## config.mk

```make
export PLATFORM = sky130hd
export DESIGN_NAME = string_escape_decoder_flat
export DESIGN_NICKNAME = d
export VERILOG_FILES = /design/src/hdl/sed_pkg.sv /design/src/hdl/sed_in_if.sv /design/src/hdl/sed_out_if.sv /design/src/hdl/string_escape_decoder.sv /design/src/flat_wrapper.sv
export SDC_FILE = /design/constraint.sdc
export NUM_CORES = 1
export LEC_CHECK = 0
export ABC_CLOCK_PERIOD_IN_PS = 4700
export BUFFER_PORTS_ARGS = -buffer_cell sky130_fd_sc_hd__buf_2
export CORE_MARGIN = 1.5
export CORE_UTILIZATION = 40
export CTS_CLUSTER_DIAMETER = 60
export CTS_CLUSTER_SIZE = 30
export DETAILED_ROUTE_END_ITERATION = 7
export GPL_ROUTABILITY_DRIVEN = 0
export PLACE_DENSITY = 0.53
export SKIP_CTS_REPAIR_TIMING = 1
export SLEW_MARGIN = 10
export SYNTH_ARGS = -nofsm -noshare
export SYNTH_HDL_FRONTEND = slang
export SYNTH_SLANG_ARGS = --single-unit
```

## constraint.sdc

```tcl
create_clock -name clk -period 4.7 [get_ports clk]
set_clock_uncertainty 0.1 [all_clocks]
set_input_delay 0.94 -clock clk [delete_from_list [all_inputs] [get_ports clk]]
set_output_delay 0.94 -clock clk [all_outputs]
set_load 0.05 [all_outputs]
```

## src/hdl/sed_pkg.sv

```systemverilog
// ----------------------------------------------------------------------------
// sed_pkg
// Shared types, constants and helper functions of the string escape decoder.
// ----------------------------------------------------------------------------
package sed_pkg;

    typedef enum logic [2:0] {
        MODE_NORMAL  = 3'd0,
        MODE_ESC     = 3'd1,
        MODE_HEX_X   = 3'd2,
        MODE_OCT     = 3'd3,
        MODE_U_START = 3'd4,
        MODE_U_FOUR  = 3'd5,
        MODE_U_BRACE = 3'd6
    } mode_t;

    localparam logic [3:0] MAX_BRACE_DIGITS = 4'd8;
    localparam logic [3:0] HEX_X_DIGITS     = 4'd2;
    localparam logic [3:0] U_FOUR_DIGITS    = 4'd4;
    localparam logic [3:0] OCT_DIGITS       = 4'd3;
    localparam int         MAX_RESULTS      = 4;

    localparam logic [7:0] CH_BSLASH = 8'h5C;
    localparam logic [7:0] CH_LBRACE = 8'h7B;
    localparam logic [7:0] CH_A      = 8'h61;
    localparam logic [7:0] CH_B      = 8'h62;
    localparam logic [7:0] CH_T      = 8'h74;
    localparam logic [7:0] CH_N      = 8'h6E;
    localparam logic [7:0] CH_V      = 8'h76;
    localparam logic [7:0] CH_F      = 8'h66;
    localparam logic [7:0] CH_R      = 8'h72;
    localparam logic [7:0] CH_X      = 8'h78;
    localparam logic [7:0] CH_U      = 8'h75;
    localparam logic [7:0] CH_0      = 8'h30;
    localparam logic [7:0] CH_7      = 8'h37;

    localparam logic [7:0] BEL = 8'd7;
    localparam logic [7:0] BS  = 8'd8;
    localparam logic [7:0] HT  = 8'd9;
    localparam logic [7:0] LF  = 8'd10;
    localparam logic [7:0] VT  = 8'd11;
    localparam logic [7:0] FF  = 8'd12;
    localparam logic [7:0] CR  = 8'd13;

    localparam logic [31:0] CP_MAX         = 32'h0010_FFFF;
    localparam logic [31:0] CP_REPLACEMENT = 32'h0000_FFFD;

    typedef struct packed {
        logic       ok;
        logic [3:0] val;
    } hex_t;

    typedef struct packed {
        logic [2:0]      len;
        logic [3:0][7:0] b;
    } utf8_t;

    function automatic hex_t hex_val(input logic [7:0] ch);
        hex_t r;
        r = '0;
        if (ch >= 8'h30 && ch <= 8'h39) begin
            r.ok  = 1'b1;
            r.val = 4'(ch - 8'h30);
        end else if (ch >= 8'h41 && ch <= 8'h46) begin
            r.ok  = 1'b1;
            r.val = 4'(ch - 8'h37);
        end else if (ch >= 8'h61 && ch <= 8'h66) begin
            r.ok  = 1'b1;
            r.val = 4'(ch - 8'h57);
        end
        return r;
    endfunction

    function automatic utf8_t utf8_enc(input logic [31:0] cp);
        utf8_t       r;
        logic [31:0] c;
        c = (cp > CP_MAX) ? CP_REPLACEMENT : cp;
        r = '0;
        if (c < 32'h80) begin
            r.len  = 3'd1;
            r.b[0] = c[7:0];
        end else if (c < 32'h800) begin
            r.len  = 3'd2;
            r.b[0] = {3'b110, c[10:6]};
            r.b[1] = {2'b10, c[5:0]};
        end else if (c < 32'h1_0000) begin
            r.len  = 3'd3;
            r.b[0] = {4'b1110, c[15:12]};
            r.b[1] = {2'b10, c[11:6]};
            r.b[2] = {2'b10, c[5:0]};
        end else begin
            r.len  = 3'd4;
            r.b[0] = {5'b11110, c[20:18]};
            r.b[1] = {2'b10, c[17:12]};
            r.b[2] = {2'b10, c[11:6]};
            r.b[3] = {2'b10, c[5:0]};
        end
        return r;
    endfunction

endpackage

```

## src/hdl/sed_in_if.sv

```systemverilog
// ----------------------------------------------------------------------------
// sed_in_if
// Raw string body channel: one byte per word, flag on the last byte.
// ----------------------------------------------------------------------------
interface sed_in_if;
    logic       valid;
    logic       ready;
    logic [7:0] in_byte;
    logic       end_of_string;

    modport source (output valid, output in_byte, output end_of_string, input ready);
    modport sink   (input valid, input in_byte, input end_of_string, output ready);
endinterface

```

## src/hdl/sed_out_if.sv

```systemverilog
// ----------------------------------------------------------------------------
// sed_out_if
// Decoded byte channel: one byte per word, flag on the last byte of a run.
// ----------------------------------------------------------------------------
interface sed_out_if;
    logic       valid;
    logic       ready;
    logic [7:0] out_byte;
    logic       run_last;

    modport source (output valid, output out_byte, output run_last, input ready);
    modport sink   (input valid, input out_byte, input run_last, output ready);
endinterface

```

## src/hdl/string_escape_decoder.sv

```systemverilog
// ----------------------------------------------------------------------------
// string_escape_decoder
// Decodes C and JavaScript string escapes, one raw byte per input word.
// ----------------------------------------------------------------------------
// Each input word passes an input register, is decoded combinationally into a
// four-byte result buffer, and the buffer drains one byte per output word.
// An input word that yields zero or one byte does not hold the input, so such
// words stream at one per cycle while the output is ready; a word that yields
// k bytes (up to four, for a UTF-8 sequence or a flushed octal escape) holds
// the input while the single-byte output port drains the buffer, until its
// last byte is taken. Every result run ends with run_last set on its last
// byte; a word that yields nothing gives no output word.
module string_escape_decoder (
    input  logic         clk,
    input  logic         rst_n,
    sed_in_if.sink       text,
    sed_out_if.source    decoded
);

    logic                 s1_valid_reg, s1_valid_next;
    logic [7:0]           s1_byte_reg;
    logic                 s1_eos_reg;

    sed_pkg::mode_t       mode_reg, mode_next;
    logic [31:0]          acc_reg, acc_next;
    logic [3:0]           digits_reg, digits_next;
    logic                 stop_reg, stop_next;

    logic [3:0][7:0]      buf_reg, buf_next;
    logic [2:0]           cnt_reg, cnt_next;

    logic [3:0][7:0]      res;
    logic [2:0]           rn;
    sed_pkg::hex_t        hx;
    sed_pkg::utf8_t       enc;

    logic                 load;
    logic                 take;

    assign take  = (cnt_reg != 3'd0) && decoded.ready;
    assign load  = s1_valid_reg &&
                   ((cnt_reg == 3'd0) || ((cnt_reg == 3'd1) && decoded.ready));
    assign text.ready = !s1_valid_reg || load;

    assign decoded.valid    = (cnt_reg != 3'd0);
    assign decoded.out_byte = buf_reg[0];
    assign decoded.run_last = (cnt_reg == 3'd1);

    always_comb
    begin
        mode_next   = mode_reg;
        acc_next    = acc_reg;
        digits_next = digits_reg;
        stop_next   = stop_reg;
        res         = '0;
        rn          = 3'd0;
        enc         = '0;
        hx          = sed_pkg::hex_val(s1_byte_reg);

        unique case (mode_reg)
            sed_pkg::MODE_ESC:
            begin
                mode_next   = sed_pkg::MODE_NORMAL;
                acc_next    = '0;
                digits_next = '0;
                stop_next   = 1'b0;
                unique case (s1_byte_reg) inside
                    sed_pkg::CH_A:
                    begin
                        res[rn[1:0]] = sed_pkg::BEL;
                        rn = rn + 3'd1;
                    end
                    sed_pkg::CH_B:
                    begin
                        res[rn[1:0]] = sed_pkg::BS;
                        rn = rn + 3'd1;
                    end
                    sed_pkg::CH_T:
                    begin
                        res[rn[1:0]] = sed_pkg::HT;
                        rn = rn + 3'd1;
                    end
                    sed_pkg::CH_N:
                    begin
                        res[rn[1:0]] = sed_pkg::LF;
                        rn = rn + 3'd1;
                    end
                    sed_pkg::CH_V:
                    begin
                        res[rn[1:0]] = sed_pkg::VT;
                        rn = rn + 3'd1;
                    end
                    sed_pkg::CH_F:
                    begin
                        res[rn[1:0]] = sed_pkg::FF;
                        rn = rn + 3'd1;
                    end
                    sed_pkg::CH_R:
                    begin
                        res[rn[1:0]] = sed_pkg::CR;
                        rn = rn + 3'd1;
                    end
                    sed_pkg::CH_X:
                    begin
                        mode_next = sed_pkg::MODE_HEX_X;
                    end
                    sed_pkg::CH_U:
                    begin
                        mode_next = sed_pkg::MODE_U_START;
                    end
                    [sed_pkg::CH_0:sed_pkg::CH_7]:
                    begin
                        acc_next    = {29'b0, s1_byte_reg[2:0]};
                        digits_next = 4'd1;
                        mode_next   = sed_pkg::MODE_OCT;
                    end
                    default:
                    begin
                        res[rn[1:0]] = s1_byte_reg;
                        rn = rn + 3'd1;
                    end
                endcase
            end

            sed_pkg::MODE_HEX_X:
            begin
                if (!stop_reg && hx.ok)
                    acc_next = {acc_reg[27:0], hx.val};
                else
                    stop_next = 1'b1;
                digits_next = digits_reg + 4'd1;
                if (digits_next >= sed_pkg::HEX_X_DIGITS)
                begin
                    res[rn[1:0]] = acc_next[7:0];
                    rn          = rn + 3'd1;
                    mode_next   = sed_pkg::MODE_NORMAL;
                    acc_next    = '0;
                    digits_next = '0;
                    stop_next   = 1'b0;
                end
            end

            sed_pkg::MODE_OCT:
            begin
                if (s1_byte_reg >= sed_pkg::CH_0 && s1_byte_reg <= sed_pkg::CH_7)
                begin
                    acc_next    = {acc_reg[28:0], 3'b000} + {29'b0, s1_byte_reg[2:0]};
                    digits_next = digits_reg + 4'd1;
                    if (digits_next >= sed_pkg::OCT_DIGITS)
                    begin
                        res[rn[1:0]] = acc_next[7:0];
                        rn          = rn + 3'd1;
                        mode_next   = sed_pkg::MODE_NORMAL;
                        acc_next    = '0;
                        digits_next = '0;
                        stop_next   = 1'b0;
                    end
                end
                else
                begin
                    res[rn[1:0]] = acc_reg[7:0];
                    rn          = rn + 3'd1;
                    mode_next   = sed_pkg::MODE_NORMAL;
                    acc_next    = '0;
                    digits_next = '0;
                    stop_next   = 1'b0;
                    if (s1_byte_reg == sed_pkg::CH_BSLASH)
                        mode_next = sed_pkg::MODE_ESC;
                    else
                    begin
                        res[rn[1:0]] = s1_byte_reg;
                        rn = rn + 3'd1;
                    end
                end
            end

            sed_pkg::MODE_U_START:
            begin
                acc_next    = '0;
                digits_next = '0;
                stop_next   = 1'b0;
                if (s1_byte_reg == sed_pkg::CH_LBRACE)
                    mode_next = sed_pkg::MODE_U_BRACE;
                else
                begin
                    mode_next = sed_pkg::MODE_U_FOUR;
                    if (hx.ok)
                        acc_next = {28'b0, hx.val};
                    else
                        stop_next = 1'b1;
                    digits_next = 4'd1;
                end
            end

            sed_pkg::MODE_U_FOUR:
            begin
                if (!stop_reg && hx.ok)
                    acc_next = {acc_reg[27:0], hx.val};
                else
                    stop_next = 1'b1;
                digits_next = digits_reg + 4'd1;
                if (digits_next >= sed_pkg::U_FOUR_DIGITS)
                begin
                    enc = sed_pkg::utf8_enc(acc_next);
                    for (int i = 0; i < sed_pkg::MAX_RESULTS; i++)
                    begin
                        if (3'(i) < enc.len)
                        begin
                            res[rn[1:0]] = enc.b[i];
                            rn = rn + 3'd1;
                        end
                    end
                    mode_next   = sed_pkg::MODE_NORMAL;
                    acc_next    = '0;
                    digits_next = '0;
                    stop_next   = 1'b0;
                end
            end

            sed_pkg::MODE_U_BRACE:
            begin
                if (digits_reg < sed_pkg::MAX_BRACE_DIGITS && hx.ok)
                begin
                    acc_next    = {acc_reg[27:0], hx.val};
                    digits_next = digits_reg + 4'd1;
                end
                else
                begin
                    // closing byte is swallowed whatever it is
                    enc = sed_pkg::utf8_enc(acc_reg);
                    for (int i = 0; i < sed_pkg::MAX_RESULTS; i++)
                    begin
                        if (3'(i) < enc.len)
                        begin
                            res[rn[1:0]] = enc.b[i];
                            rn = rn + 3'd1;
                        end
                    end
                    mode_next   = sed_pkg::MODE_NORMAL;
                    acc_next    = '0;
                    digits_next = '0;
                    stop_next   = 1'b0;
                end
            end

            default:
            begin
                mode_next   = sed_pkg::MODE_NORMAL;
                acc_next    = '0;
                digits_next = '0;
                stop_next   = 1'b0;
                if (s1_byte_reg == sed_pkg::CH_BSLASH)
                    mode_next = sed_pkg::MODE_ESC;
                else
                begin
                    res[rn[1:0]] = s1_byte_reg;
                    rn = rn + 3'd1;
                end
            end
        endcase

        // end of string: flush pending octal, drop any other open escape
        if (s1_eos_reg)
        begin
            if (mode_next == sed_pkg::MODE_OCT)
            begin
                res[rn[1:0]] = acc_next[7:0];
                rn = rn + 3'd1;
            end
            mode_next   = sed_pkg::MODE_NORMAL;
            acc_next    = '0;
            digits_next = '0;
            stop_next   = 1'b0;
        end
    end

    always_comb
    begin
        if (load)
        begin
            cnt_next = rn;
            buf_next = res;
        end
        else if (take)
        begin
            cnt_next = cnt_reg - 3'd1;
            buf_next = buf_reg >> 8;
        end
        else
        begin
            cnt_next = cnt_reg;
            buf_next = buf_reg;
        end
        s1_valid_next = text.ready ? text.valid : s1_valid_reg;
    end

    always_ff @(posedge clk or negedge rst_n)
    begin
        if (!rst_n)
        begin
            s1_valid_reg <= 1'b0;
            cnt_reg      <= '0;
            mode_reg     <= sed_pkg::MODE_NORMAL;
            acc_reg      <= '0;
            digits_reg   <= '0;
            stop_reg     <= 1'b0;
        end
        else
        begin
            s1_valid_reg <= s1_valid_next;
            cnt_reg      <= cnt_next;
            if (load)
            begin
                mode_reg   <= mode_next;
                acc_reg    <= acc_next;
                digits_reg <= digits_next;
                stop_reg   <= stop_next;
            end
        end
    end

    always_ff @(posedge clk)
    begin
        buf_reg <= buf_next;
        if (text.valid && text.ready)
        begin
            s1_byte_reg <= text.in_byte;
            s1_eos_reg  <= text.end_of_string;
        end
    end

endmodule

```

## src/flat_wrapper.sv

```systemverilog
// flat-port wrapper written by rule: the top's interface ports become plain ports
module string_escape_decoder_flat 
  (clk, rst_n, text_valid, text_in_byte, text_end_of_string, text_ready, decoded_valid, decoded_out_byte, decoded_run_last, decoded_ready);
  sed_in_if text_i ();
  sed_out_if decoded_i ();
  input  logic clk;
  input  logic rst_n;
  input wire logic [$bits(text_i.valid)-1:0] text_valid;
  input wire logic [$bits(text_i.in_byte)-1:0] text_in_byte;
  input wire logic [$bits(text_i.end_of_string)-1:0] text_end_of_string;
  output wire logic [$bits(text_i.ready)-1:0] text_ready;
  output wire logic [$bits(decoded_i.valid)-1:0] decoded_valid;
  output wire logic [$bits(decoded_i.out_byte)-1:0] decoded_out_byte;
  output wire logic [$bits(decoded_i.run_last)-1:0] decoded_run_last;
  input wire logic [$bits(decoded_i.ready)-1:0] decoded_ready;
  assign text_i.valid = text_valid;
  assign text_i.in_byte = text_in_byte;
  assign text_i.end_of_string = text_end_of_string;
  assign text_ready = text_i.ready;
  assign decoded_valid = decoded_i.valid;
  assign decoded_out_byte = decoded_i.out_byte;
  assign decoded_run_last = decoded_i.run_last;
  assign decoded_i.ready = decoded_ready;
  string_escape_decoder u_core (.clk(clk), .rst_n(rst_n), .text(text_i), .decoded(decoded_i));
endmodule
```

==> summary.txt, run 1 <==
Outcome
  • Status: completed

STA
  • Min Tclk post-route: between 4 and 5 ns
  • TNS Setup: 0 ns
  • WHS: between 0.4 and 0.5 ns
  • Tcrit/Tclk final: 95.0%
  • Setup Viol. Count Final: 0
  • Max Slew Vio Count: 0
  • Final hold violations: 0
  • Worst Tran Pin Value: about 1.1 ns
  • RSZ-0062 raised after global routing: no
  • Max-slew headroom: approximately a quarter
  • Post-route setup slack: 0.233 ns
  • Fmax: 224 MHz

Setup path
  • CP Class: reg -> reg
  • Crit path from: u_core.s1_byte_reg[7]
  • Worst Path Arrival: 4.47 ns
  • Max Fanout on Critical Path: 10
  • FF-to-FF Start: u_core.s1_byte_reg[7]
  • Data required, critical path: roughly 4.7 ns
  • Reg2Reg Depth: 12
  • Slowest stage delay, CP: 0.70 ns
  • CP Buf/Inv Count: 0
  • Slowest cell on crit path: or4_1
  • Crit path depth: 12
  • R2r endpoint: u_core.decoded.out_byte[0]
  • CP Capture Type: register
  • Reg2Reg Setup Slack: between 0.2 and 0.25 ns
  • Worst setup path end: u_core.decoded.out_byte[0]
  • Critical Path, Cell by Cell: or4b_4 > or4_1 > nand2_4 > mux2_2 > o21ai_0 > a21oi_1 > nor3_2 > ha_1 > nand2_1 > nor4b_1 > a31o_2 > a31oi_1
  • CP startpoint kind: register
  • Cell family with most CP delay: simple AND/OR/NAND/NOR gates

Logic synthesis
  • EDFF count, synth: between 40 and 50
  • Synthesized Nets: approximately 900
  • Distinct cells, synth: between 70 and 80
  • Syn Inst Count: roughly 890
  • Post-synth ARST share: between 50% and 60%
  • Most common library cells after synthesis: nand2_1 (113), nor2_1 (85), o21ai_0 (76)
  • Synth area leader: edfxtp_1
  • Top-area cell type share of the netlist area: ~17%
  • Dominant synthesized flop cell: dfrtp_1
  • Synth Area per Inst: just under 8 um2
  • Most common cell in the synthesized netlist: nand2_1
  • Register area share after synthesis: about a third
  • Post-synth design cell area: between 7000 and 8000 um2
  • Dominant cells by area after synthesis: edfxtp_1 (17%), dfrtp_1 (16%), nand2_1 (6.0%)
  • Synth Warn #: 0
  • Synthesized flop and latch total: 85

Power
  • Pwr dens: 390 nW/um2
  • Leakage: 2.80 nW
  • Peak VDD IR: 0.372 mV

GRT
  • Largest net degree at the start of global routing: 52
  • GRT Total Usage: a little under a third
  • Number of global-route vias before repair: roughly 7000
  • Initial antenna violation count: 0
  • First-pass GRT wire length: between 40000 and 50000 um
  • Total gr overflow: 0

Layout
  • Max reg flops: 32
  • Nets: about 900
  • Finished Layout Cells: roughly 1100
  • Area Growth Syn to Fin: 8.78%
  • Ratio of cells with drive above 1 in the final layout: between 10% and 20%
  • Ant. Diodes: 0

Clocking
  • CTS root buffer: clkbuf_16
  • Max clock buf depth: 2
  • CTS tree: done
  • CTS Buf Count: 9
  • Skew-Pair Late Insertion Delay: approximately 0.37 ns
  • Num Clock Sinks: 85
  • Depth of the CTS H-tree: 3
  • Worst-path clk slew: ~0.070 ns

Hold path
  • Worst min-delay path category: reg -> reg

Floorplanning
  • Die Footprint: about 18000 um2
  • Die Y: ~140 um
  • Die X: about 140 um
  • Number of I/O pins: 24
  • Area of the core: approximately 17000 um2
  • Starting density of the core: about two fifths
  • Std cell rows: 48

Detailed routing
  • First DRT Iteration DRCs: 1263
  • Drt drc: 0
  • Vias: ~7600
  • DR vias/cell: approximately 6.9
  • WL per Instance: about 24 um
  • 1st-pass router iterations: 6
  • Final wirelength: 27000 um
  • Antenna viol nets, final: 0

Placed design
  • Pre-CTS WS: 0.205 ns
  • DP HPWL: between 15000 and 20000 um
  • PortBufs: 23
  • Dpl cells: ~1100

Flow run
  • Max_cap viols: 0
-- stage by stage --
step / utilization (%) / total power, mW / instance area (um2)
after global routing: 44.4 / 3.12 / 7660
final: 44.4 / 2.99 / 7660
after global placement: 42.6 / 2.21 / 7350
after floorplan: - / 1.91 / 7040
after detailed placement: 42.6 / 2.21 / 7350
after CTS: 44.4 / 2.96 / 7650
-- report_power, final --
group	total, mW	internal [mW]	switching, mW
Sequential	1.10	0.991	0.110
Clock	0.749	0.419	0.329
Combinational	1.14	0.322	0.819
Total	2.99	1.73	1.26
-- worst min-delay path by stage --
| stage | depth (start not counted) | end | startpoint |
|---|---|---|---|
| floorplan | 2 | u_core.acc_reg[29] | u_core.acc_reg[29] |
| global placement | 2 | u_core.acc_reg[29] | u_core.acc_reg[29] |
| detailed placement | 2 | u_core.decoded.out_byte[7] | u_core.buf_reg[15] |
| CTS | 2 | u_core.decoded.out_byte[7] | u_core.buf_reg[15] |
| global route | 2 | u_core.decoded.out_byte[7] | u_core.buf_reg[15] |
| finish | 2 | u_core.acc_reg[29] | u_core.acc_reg[29] |
-- layout by cell type (no fill, tap or decap), types with 5 or more instances in the layout --
cell type  instances
nand2_1          112
nor2_1            85
o21ai_0           76
a21oi_1           65
dfrtp_1           44
edfxtp_1          41
buf_4             37
nand3_1           26
a221oi_1          26
buf_2             23
nor3_1            18
mux2i_1           17
inv_1             16
a32o_1            15
ha_1              15
nor4_1            13
a31oi_1           13
or3_1             12
o21ai_1           12
o22ai_1           12
o211ai_1          11
o31ai_1           10
nand2b_1           9
mux2_2             9
clkbuf_16          9
and3_1             8
or4_1              7
a22oi_1            7
and2_1             7
a22o_1             7
nor3b_1            6
a222oi_1           6
a211o_1            5
nor2b_1            5
a211oi_1           5
-- routing by layer --
layer	vias to the layer above	routed length [um]	track usage, %
met5	-	0	0
met4	0	1400	15.4
met3	120	3040	7.71
met2	553	11400	43.0
met1	3576	11100	41.6
li1	3343	-	-
-- cell type report --
| cell class | count | area (um2) |
|---|---|---|
| fillers | 1721 | 9580 |
| multi-input cells | 701 | 4280 |
| flip-flops and latches | 85 | 2330 |
| repair buffers | 61 | 404 |
| well taps | 225 | 282 |
| clock buffers | 9 | 225 |
| clock inverters | 7 | 78.8 |
| inverters | 16 | 60.1 |
-- cells by family (layout without fill, tap and decap cells) --
logic type / count (synthesis) / count (layout) / synth area share, %
simple gates: 342 / 342 / 23.8
mux: 26 / 26 / 3.86
fa+ha+maj: 15 / 15 / 2.67
flops: 85 / 85 / 33.1
buf+inv: 101 / 93 / 6.38
compound gates: 318 / 318 / 30.2
-- worst register-to-register path: stages (launching register included) --
cell and delay (ns):
edfxtp_1 0.50, or4b_4 0.61, or4_1 0.70, nand2_4 0.23, mux2_2 0.46, o21ai_0 0.12, a21oi_1 0.11, nor3_2 0.31
ha_1 0.31, nand2_1 0.07, nor4b_1 0.40, a31o_2 0.19, a31oi_1 0.08
No activity file was read; power rests on OpenSTA's default activity.
==> run 2, diff against run 1 <==
--- a/config.mk
+++ b/config.mk
@@ -5,6 +5,7 @@
 export SDC_FILE = /design/constraint.sdc
 export NUM_CORES = 1
 export LEC_CHECK = 0
+export ABC_AREA = 1
 export ABC_CLOCK_PERIOD_IN_PS = 4700
 export BUFFER_PORTS_ARGS = -buffer_cell sky130_fd_sc_hd__buf_2
 export CORE_MARGIN = 1.5
==> summary.txt, run 2 <==
Detailed routing
  • Antenna viol nets, final: 0
  • 1st-pass router iterations: 8
  • WL per Instance: about 21 um
  • Vias: between 7000 and 8000
  • Final wirelength: 26400 um
  • DR vias/cell: ~6.0
  • Drt drc: 0
  • First DRT Iteration DRCs: 1164

Logic synthesis
  • Post-synth design cell area: approximately 7100 um2
  • Dominant cells by area after synthesis: edfxtp_1 (17%), dfrtp_1 (15%), nand2_1 (13%)
  • Synth area leader: edfxtp_1
  • Synthesized Nets: ~1100
  • Synth Warn #: 0
  • Post-synth ARST share: around half
  • Most common cell in the synthesized netlist: nand2_1
  • Register area share after synthesis: between 30% and 40%
  • Synth Area per Inst: between 6 and 7 um2
  • EDFF count, synth: between 40 and 50
  • Distinct cells, synth: 57
  • Dominant synthesized flop cell: dfrtp_1
  • Synthesized flop and latch total: 85
  • Top-area cell type share of the netlist area: between 10% and 20%
  • Syn Inst Count: roughly 1000
  • Most common library cells after synthesis: nand2_1 (244), inv_1 (137), nor2_1 (82)

Layout
  • Nets: approximately 1100
  • Area Growth Syn to Fin: 10.2%
  • Cell area after layout: 7870 um2
  • Most common cell after layout, fill and taps aside: nand2_1
  • Ratio of cells with drive above 1 in the final layout: 11.2%
  • Ant. Diodes: 0
  • Filler Cells Inserted: around 1800
  • Most frequent cells in the layout: nand2_1 (244), inv_1 (137), nor2_1 (81)
  • Max reg flops: 32

STA
  • Final hold violations: 0
  • Max-slew headroom: 47.7%
  • RSZ-0062 raised after global routing: no
  • Setup Viol. Count Final: 0
  • Tcrit/Tclk final: about nine tenths
  • Max Slew Vio Count: 0
  • TNS Setup: 0 ns
  • WHS: around 0.42 ns
  • Worst Tran Pin Value: a little under 0.8 ns
  • Fmax: 233 MHz
  • Min Tclk post-route: roughly 4.3 ns

Hold path
  • Worst min-delay path category: reg -> reg
  • WHS Endpoint: u_core.decoded.out_byte[6]
  • Hold path cells: 2
  • Hold Path Origin: u_core.buf_reg[14]

Flow run
  • Max_cap viols: 0

Setup path
  • CP Capture Type: register
  • CP Class: reg -> reg
  • CP startpoint kind: register
  • Reg2Reg Depth: 26
  • Data required, critical path: roughly 4.7 ns
  • FF-to-FF Start: u_core.s1_byte_reg[1]
  • Reg2Reg Setup Slack: approximately 0.41 ns
  • R2r endpoint: u_core.decoded.out_byte[1]
  • Worst Path Arrival: between 4 and 5 ns
  • Max Fanout on Critical Path: 18

Placed design
  • PortBufs: 23
  • Dpl cell area: 7530 um2
  • DP HPWL: 19900 um

GRT
  • Total gr overflow: 0
  • First-pass GRT wire length: around 41000 um
  • GRT Total Usage: just under 30%
  • Number of global-route vias before repair: slightly above 7000
  • Initial antenna violation count: 0
  • Largest net degree at the start of global routing: 64

Floorplanning
  • Number of I/O pins: 24
  • Die Footprint: around 19000 um2
  • Starting density of the core: 41.1%
  • Area of the core: ~17000 um2
  • Std cell rows: 48
  • Die Y: roughly 140 um
  • Die X: 137 um

Power
  • Pwr dens: approximately 550 nW/um2
  • Leakage: around 3.6 nW
  • Peak VDD IR: slightly below 0.6 mV

Clocking
  • CTS Buf Count: 9
  • Max clock buf depth: 2
  • Depth of the CTS H-tree: 3
  • CTS root buffer: clkbuf_16
  • CTS tree: done
  • Skew-Pair Late Insertion Delay: between 0.3 and 0.4 ns
  • Worst-path clk slew: approximately 0.07 ns
  • Num Clock Sinks: 85

Outcome
  • Status: completed
## run 2: cell count changes in the layout (fill, tap and decap cells not counted), moves of 12 or more
cell      delta
o22ai_1     +54
a221oi_1    -19
nand4_1     +13
nand2_1    +132
nand3_1     +43
mux2i_1     -17
o21ai_0     -15
or3_1       -12
a32o_1      -15
inv_1      +121
## run 2: worst max path at each step
| stage | start | end | cells past startpoint |
|---|---|---|---|
| after floorplan | u_core.s1_byte_reg[1] | u_core.buf_reg[16] | 25 |
| after detailed placement | u_core.s1_byte_reg[0] | u_core.buf_reg[19] | 24 |
| after global placement | u_core.s1_byte_reg[0] | u_core.buf_reg[19] | 24 |
| after global routing | u_core.s1_byte_reg[1] | u_core.buf_reg[18] | 27 |
| after CTS | u_core.s1_byte_reg[0] | u_core.buf_reg[19] | 24 |
| final | u_core.s1_byte_reg[1] | u_core.decoded.out_byte[1] | 26 |
## run 2: stage by stage
| step | setup WS [ns] | util [%] | std cells | power [mW] |
|---|---|---|---|---|
| 2_1_floorplan | 0.998 | - | 1040 | 2.79 |
| 3_3_place_gp | 0.425 | 43.4 | 1274 | 3.46 |
| 3_5_place_dp | 0.361 | 43.4 | 1274 | 3.45 |
| 4_1_cts | 0.351 | 45.3 | 1290 | 4.28 |
| 5_1_grt | 0.0451 | 45.3 | 1290 | 4.60 |
| 6_report | 0.408 | 45.3 | 1290 | 4.32 |
## run 2: layout make-up
class | count | area, um2 | area share, %
clock buffer | 9 | 225 | 2.86
clock inverter | 7 | 105 | 1.34
sequential | 85 | 2330 | 29.7
timing repair buffer | 54 | 348 | 4.42
multi-input combinational | 762 | 4020 | 51.0
inverter | 148 | 558 | 7.10
tap | 225 | 282 | 3.58
## run 2: critical path: stages (launching register included)
cell,delay [ns]
edfxtp_1,0.38
inv_1,0.18
ha_1,0.25
nand3b_1,0.14
nand3_2,0.12
nand2_4,0.13
buf_4,0.25
nand3_1,0.09
nand2_1,0.09
nand2_1,0.06
nor2_1,0.23
nand2_1,0.10
nor2_2,0.20
nand4_4,0.12
inv_2,0.12
nand3_4,0.12
nand2_1,0.11
nand2_1,0.07
nand3_1,0.13
inv_1,0.08
ha_1,0.22
nand2_1,0.22
o21ai_0,0.20
inv_1,0.08
nand3_1,0.10
nand2_1,0.11
nand2_1,0.05
## run 2: power breakdown
| part | internal (mW) | leakage (nW) | switching, mW |
|---|---|---|---|
| clock network | 0.475 | 0.159 | 0.345 |
| logic | 0.683 | 2.46 | 1.69 |
| registers | 1.03 | 1.01 | 0.0997 |
| total | 2.19 | 3.63 | 2.14 |
## run 2: layer usage
layer / share of wire, % / GRT usage (%) / wire length (um)
met3: 11 / 6.48 / 2790
met4: 3.0 / 9.28 / 787
met1: 44 / 42.0 / 11700
met5: 0 / 0 / 0
met2: 42 / 42.8 / 11200
## run 2: cell families after synthesis
kind of cell / synth area share [%]
xor+xnor: 0.491
simple gates: 29.2
flops: 32.7
buf+inv: 11.5
compound gates: 23.6
fa+ha+maj: 2.63
